<file path="src/rtl/core/tuft_pkg.sv">
// Shared types, constants and helpers of the timed union-find tree.
`default_nettype none
package tuft_pkg;

  localparam int MAX_LEAVES = 1024;
  localparam int LEVELS     = 11;
  localparam int TIME_BITS  = 32;
  localparam int SLOTS      = 2 * MAX_LEAVES;
  localparam int NODE_W     = $clog2(SLOTS);
  localparam int LVL_W      = $clog2(LEVELS + 1);
  localparam int JT_DEPTH   = LEVELS * SLOTS;
  localparam int JT_AW      = LVL_W + NODE_W;

  localparam logic [1:0] MODE_INIT  = 2'd0;
  localparam logic [1:0] MODE_UNION = 2'd1;
  localparam logic [1:0] MODE_BUILD = 2'd2;
  localparam logic [1:0] MODE_QUERY = 2'd3;

  localparam logic [1:0] ST_OK    = 2'd0;
  localparam logic [1:0] ST_PHASE = 2'd1;
  localparam logic [1:0] ST_RANGE = 2'd2;

  localparam logic [1:0] PH_INIT  = 2'd0;
  localparam logic [1:0] PH_UNION = 2'd1;
  localparam logic [1:0] PH_QUERY = 2'd2;

  typedef enum logic [4:0] {
    OP_IDLE, OP_LOAD, OP_ERR_PHASE, OP_ERR_RANGE,
    OP_INIT_START, OP_INIT_WR,
    OP_FIND_START, OP_FIND_RD, OP_FIND_CHK, OP_COMP_RD, OP_COMP_WR,
    OP_ROOT_A, OP_ROOT_B, OP_NOMERGE, OP_LT_RD_A, OP_LT_RD_B, OP_MERGE_WR1, OP_MERGE_WR2,
    OP_BUILD_START, OP_B0_RD, OP_B0_WR, OP_BJ_RD1, OP_BJ_RD2, OP_BJ_WR, OP_BUILD_DONE,
    OP_Q_START, OP_Q_RD1, OP_Q_RD2, OP_Q_CHK, OP_Q_SZRD, OP_Q_SZ,
    OP_EMIT
  } dp_op_t;

  typedef enum logic [4:0] {
    S_IDLE, S_DECODE, S_INIT,
    S_FIND_RD, S_FIND_CHK, S_COMP_CHK, S_COMP_RD, S_COMP_WR, S_ROOT,
    S_MERGE_DEC, S_LT_A, S_LT_B, S_MW1, S_MW2,
    S_B0_RD, S_B0_WR, S_BJ_RD1, S_BJ_RD2, S_BJ_WR, S_BDONE,
    S_Q_RD1, S_Q_RD2, S_Q_CHK, S_Q_SZRD, S_Q_SZ,
    S_DONE
  } ctl_state_t;

  typedef struct packed {
    dp_op_t op;
  } dp_cmd_t;

  typedef struct packed {
    logic [1:0] mode;
    logic       phase_bad;
    logic       range_bad;
    logic       fp_self;
    logic       cur_is_root;
    logic       sel_b;
    logic       can_merge;
    logic       init_last;
    logic       idx_last;
    logic       lvl_one;
    logic       lvl_last;
    logic       lvl_zero;
  } dp_stat_t;

  // Bit length of a node number, capped at the number of lifting levels.
  function automatic logic [LVL_W-1:0] level_count(input logic [NODE_W-1:0] v);
    logic [LVL_W-1:0] l;
    l = '0;
    for (int i = 0; i < NODE_W; i++) begin
      if (v[i]) l = LVL_W'(i + 1);
    end
    if (l > LVL_W'(LEVELS)) l = LVL_W'(LEVELS);
    return l;
  endfunction

endpackage
`default_nettype wire

</file>
<file path="src/rtl/core/tuft_ctrl.sv">
// Controller state machine that sequences the union-find datapath.
`default_nettype none
module tuft_ctrl
  import tuft_pkg::*;
(
  input  wire logic     clk,
  input  wire logic     rst_n,
  input  wire logic     in_tvalid,
  output logic          in_tready,
  output logic          out_tvalid,
  input  wire logic     out_tready,
  input  wire dp_stat_t stat,
  output dp_cmd_t       cmd
);

  ctl_state_t state_r, state_nxt;
  logic       out_valid_r, out_valid_nxt;
  logic       out_free;

  assign out_free   = !out_valid_r || out_tready;
  assign in_tready  = (state_r == S_IDLE);
  assign out_tvalid = out_valid_r;

  always_ff @(posedge clk) begin
    if (!rst_n) begin
      state_r     <= S_IDLE;
      out_valid_r <= 1'b0;
    end else begin
      state_r     <= state_nxt;
      out_valid_r <= out_valid_nxt;
    end
  end

  always_comb begin
    state_nxt = state_r;
    case (state_r)
      S_IDLE:     if (in_tvalid) state_nxt = S_DECODE;
      S_DECODE: begin
        if (stat.phase_bad || stat.range_bad) begin
          state_nxt = S_DONE;
        end else begin
          case (stat.mode)
            MODE_INIT:  state_nxt = S_INIT;
            MODE_UNION: state_nxt = S_FIND_RD;
            MODE_BUILD: state_nxt = S_B0_RD;
            default:    state_nxt = S_Q_RD1;
          endcase
        end
      end
      S_INIT:     if (stat.init_last) state_nxt = S_DONE;
      S_FIND_RD:  state_nxt = S_FIND_CHK;
      S_FIND_CHK: state_nxt = stat.fp_self ? S_COMP_CHK : S_FIND_RD;
      S_COMP_CHK: state_nxt = stat.cur_is_root ? S_ROOT : S_COMP_RD;
      S_COMP_RD:  state_nxt = S_COMP_WR;
      S_COMP_WR:  state_nxt = S_COMP_CHK;
      S_ROOT:     state_nxt = stat.sel_b ? S_MERGE_DEC : S_FIND_RD;
      S_MERGE_DEC: state_nxt = stat.can_merge ? S_LT_A : S_DONE;
      S_LT_A:     state_nxt = S_LT_B;
      S_LT_B:     state_nxt = S_MW1;
      S_MW1:      state_nxt = S_MW2;
      S_MW2:      state_nxt = S_DONE;
      S_B0_RD:    state_nxt = S_B0_WR;
      S_B0_WR: begin
        if (!stat.idx_last)    state_nxt = S_B0_RD;
        else if (stat.lvl_one) state_nxt = S_BDONE;
        else                   state_nxt = S_BJ_RD1;
      end
      S_BJ_RD1:   state_nxt = S_BJ_RD2;
      S_BJ_RD2:   state_nxt = S_BJ_WR;
      S_BJ_WR:    state_nxt = (stat.idx_last && stat.lvl_last) ? S_BDONE : S_BJ_RD1;
      S_BDONE:    state_nxt = S_DONE;
      S_Q_RD1:    state_nxt = S_Q_RD2;
      S_Q_RD2:    state_nxt = S_Q_CHK;
      S_Q_CHK:    state_nxt = stat.lvl_zero ? S_Q_SZRD : S_Q_RD1;
      S_Q_SZRD:   state_nxt = S_Q_SZ;
      S_Q_SZ:     state_nxt = S_DONE;
      S_DONE:     if (out_free) state_nxt = S_IDLE;
      default:    state_nxt = S_IDLE;
    endcase
  end

  always_comb begin
    cmd.op        = OP_IDLE;
    out_valid_nxt = out_valid_r && !out_tready;
    case (state_r)
      S_IDLE:   if (in_tvalid) cmd.op = OP_LOAD;
      S_DECODE: begin
        if (stat.phase_bad)      cmd.op = OP_ERR_PHASE;
        else if (stat.range_bad) cmd.op = OP_ERR_RANGE;
        else begin
          case (stat.mode)
            MODE_INIT:  cmd.op = OP_INIT_START;
            MODE_UNION: cmd.op = OP_FIND_START;
            MODE_BUILD: cmd.op = OP_BUILD_START;
            default:    cmd.op = OP_Q_START;
          endcase
        end
      end
      S_INIT:      cmd.op = OP_INIT_WR;
      S_FIND_RD:   cmd.op = OP_FIND_RD;
      S_FIND_CHK:  cmd.op = OP_FIND_CHK;
      S_COMP_CHK:  cmd.op = OP_IDLE;
      S_COMP_RD:   cmd.op = OP_COMP_RD;
      S_COMP_WR:   cmd.op = OP_COMP_WR;
      S_ROOT:      cmd.op = stat.sel_b ? OP_ROOT_B : OP_ROOT_A;
      S_MERGE_DEC: cmd.op = stat.can_merge ? OP_IDLE : OP_NOMERGE;
      S_LT_A:      cmd.op = OP_LT_RD_A;
      S_LT_B:      cmd.op = OP_LT_RD_B;
      S_MW1:       cmd.op = OP_MERGE_WR1;
      S_MW2:       cmd.op = OP_MERGE_WR2;
      S_B0_RD:     cmd.op = OP_B0_RD;
      S_B0_WR:     cmd.op = OP_B0_WR;
      S_BJ_RD1:    cmd.op = OP_BJ_RD1;
      S_BJ_RD2:    cmd.op = OP_BJ_RD2;
      S_BJ_WR:     cmd.op = OP_BJ_WR;
      S_BDONE:     cmd.op = OP_BUILD_DONE;
      S_Q_RD1:     cmd.op = OP_Q_RD1;
      S_Q_RD2:     cmd.op = OP_Q_RD2;
      S_Q_CHK:     cmd.op = OP_Q_CHK;
      S_Q_SZRD:    cmd.op = OP_Q_SZRD;
      S_Q_SZ:      cmd.op = OP_Q_SZ;
      S_DONE: begin
        if (out_free) begin
          cmd.op        = OP_EMIT;
          out_valid_nxt = 1'b1;
        end
      end
      default:     cmd.op = OP_IDLE;
    endcase
  end

`ifndef SYNTHESIS
  a_accept_decode: assert property (@(posedge clk) disable iff (!rst_n)
    (in_tvalid && in_tready) |=> (state_r == S_DECODE))
    else $error("accepted item did not reach decode");
  a_emit_valid: assert property (@(posedge clk) disable iff (!rst_n)
    (cmd.op == OP_EMIT) |=> out_valid_r)
    else $error("emitted result not presented");
  a_no_accept_busy: assert property (@(posedge clk) disable iff (!rst_n)
    (state_r == S_DONE && !out_free) |=> (state_r == S_DONE))
    else $error("left done state while output was blocked");
`endif

endmodule
`default_nettype wire

</file>
<file path="config.mk">
export PLATFORM = sky130hd
export DESIGN_NAME = tuft_ctrl
export DESIGN_NICKNAME = d
export VERILOG_FILES = /design/src/rtl/core/tuft_pkg.sv /design/src/rtl/core/tuft_ctrl.sv
export SDC_FILE = /design/constraint.sdc
export NUM_CORES = 1
export LEC_CHECK = 0
export BUFFER_PORTS_ARGS = -buffer_cell sky130_fd_sc_hd__clkbuf_2
export CORE_MARGIN = 10
export CORE_UTILIZATION = 56
export DETAILED_ROUTE_END_ITERATION = 16
export PLACE_DENSITY = 0.81
export SLEW_MARGIN = 20
export SYNTH_ARGS = -nofsm -noshare
export SYNTH_HDL_FRONTEND = slang
export SYNTH_SLANG_ARGS = --single-unit
</file>
<file path="constraint.sdc">
create_clock -name clk -period 1.65 [get_ports clk]
set_input_delay 0.2475 -clock clk [delete_from_list [all_inputs] [get_ports clk]]
set_output_delay 0.2475 -clock clk [all_outputs]
set_load 0.02 [all_outputs]
</file>
==> reports/qor.yml <==
dp_hpwl_um: 3822
tightest_slew_ns: 0.4724
crit_arrival_ns: 1.76
synth_cell_type_count: 56
cts_sinks: 6
synth_common_cells: "21 x nand2_1, 17 x nor2_1, 11 x o21ai_0"
detail_route.wl_per_cell_um: 23.92
start_util_pct: 60.78
ys_seq_area_share_pct: 9.677
route.met3.wl_um: 1018
synth_most_common_cell: "nand2_1"
core-area_um2: 2042
cts_tree: "yes"
std_cell_rows: 16
io-pin-count: 24
totalWireLength_um: 6555
violations: "setup timing"
cp_max_fo: 7
synth.cell_area_um2: 1241
clk_path_buf_depth: 2
n_fill_cell: 69
slew_headroom_pct: 68.45
grt_pass1_vias: 1611
nNetsFinal: 271
holdWs_ns: 0.3148
dpl_worst_slack_ns: -0.3149
min_period_ns: 2.008
cp-start-kind: "flip-flop"
setup_ws_ns: -0.3580
postSynthAreaPerCell_um2: 6.602
area_growth_syn_to_layout_pct: 52.72
cp-end-kind: "output port"
p_leak_uw: 0.0008277
netlist.area_leader.share_pct: 9.677
hold_viol: 0
grt_max_degree: 20
p_total_uw: 3326
synth_seq_cells: 6
die_w_um: 67.08
max-vdd-ir-drop_mv: 1.215
yosysTopAreaCell: "dfxtp_1"
period_share_pct: 121.7
path_class: "reg -> out"
setup-tns-final_ns: -2.089
grt-ovfl-total: 0
cts_buffers: 3
path_clk_slew_ns: 0.05
portBuffers: 23
gp_congestion: 1.050
htreeDepth: 1
die_y_um: 67.08
syn_inst: 188
root_buffer: "clkbuf_4"
grt_pass1_wl_um: 7838
drt-initial-drc-count: 485
antenna_left: 0
insertion_delay_ns: 0.25
synthArstFlopShare_pct: 0
antenna_found_initial: 0
status: "complete, but fails checks"
vias: 2029
synth_flop_cell: "dfxtp_1"
p_per_area_nw_per_um2: 1755
ys_top_cells_by_area: "dfxtp_1 9.7%, nand2_1 6.4%, nor2_1 5.1%"
fin_skew_ns: 0.001292
clock.fmax_mhz: 498.0
worstPathRequired_ns: 1.40
maxCapViolCount: 0
dieArea_um2: 4500
drt-pass1-iter-count: 8
synth_edf_count: 0
setup_violations: 11
hold_class: "in -> reg"
yosys_warnings: 0
antenna_cells: 0
rsz0062_at_grt: "true"
wl_met1_um: 2221
wl_met2_um: 2761
postPlaceCellArea_um2: 1604
drive_above_1_share_pct: 46.56
grtUsageTotal_pct: 21.87
drv_slew: 0
synth_nets: 210
drc_errors: 0
top_layer: "met4"
via_per_inst: 7.405
fin_area_um2: 1896
## critical path: stages, from the launching register on
cell and delay [ns]:
dfxtp_4 0.38, buf_8 0.14, nand2b_1 0.16, a32oi_1 0.20, o22ai_1 0.11, a211oi_2 0.22
o21ai_1 0.12, buf_4 0.17
## cell usage in the layout (no fill, tap or decap), types with 4 or more instances in the layout
cell type  Yosys  routed
buf_4          5      44
nand2_1       21      20
clkbuf_2       0      19
nor2_1        17      12
o21ai_0       11      10
nor3_1        10       9
a21oi_1       10       9
buf_6          3       8
inv_1          6       6
nor2b_1       10       5
o21ai_1        5       5
a31oi_1        5       5
nand3_1        6       5
ha_1           5       5
nand2b_1       6       4
dfxtp_4        0       4
## final timing paths
check	start	slack, ns	end	cells past startpoint
worst min register to register	out_tvalid	0.68	out_tvalid	2
worst max-delay path	state_r[2]	-0.36	cmd[0]	7
worst min-delay path	rst_n	0.31	state_r[2]	2
worst max register to register	state_r[1]	-0.16	state_r[0]	8
## logic make-up (layout without fill, tap and decap cells)
group,Yosys count,after routing,synth area share (%)
adders and majority gates,5,5,5.040
DFF,6,6,9.678
xor gates and xnor gates,1,1,0.7058
and+or+nand+nor,83,83,33.87
buffers and inverters,26,85,12.10
AOI/OAI and AO/OA,67,67,38.61
## final cells by class
class | count | area (um2) | area share (%)
clock buffer | 3 | 22.52 | 1.188
multi-input combinational | 156 | 1115 | 58.81
sequential | 6 | 136.4 | 7.195
timing repair buffer | 74 | 558.0 | 29.44
inverter | 8 | 30.03 | 1.584
tap | 27 | 33.78 | 1.782
## flip-flops by register name (all words and copies together) (netlist names)
signal and count:
out_tvalid 1, state_r 5
## metrics by stage
| stage | utilization, % | cells |
|---|---|---|
| after floorplan | - | 188 |
| after global placement | 78.55 | 264 |
| after detailed placement | 78.55 | 264 |
| after CTS | 85.78 | 269 |
| after global routing | 92.83 | 274 |
| final | 92.83 | 274 |
## repair_timing
item	4_1_cts	5_1_grt
hold buffers	0	0
pin swaps	11	13
resized for setup	32	31
gates cloned	0	0
endpoints found under the setup margin	9	9
buffers inserted	2	6
## power by group
| part | total [uW] | switching, uW | internal, uW |
|---|---|---|---|
| Clock | 145 | 62.2 | 82.9 |
| Combinational | 2860 | 1570 | 1290 |
| Sequential | 318 | 108 | 210 |
## metal layers
layer / vias to the layer above / track usage [%]
met5: - / 0
met4: 0 / 9.744
met2: 268 / 36.37
met3: 81 / 3.512
met1: 863 / 26.69
li1: 817 / -
Power figures use the tool's default switching activity.
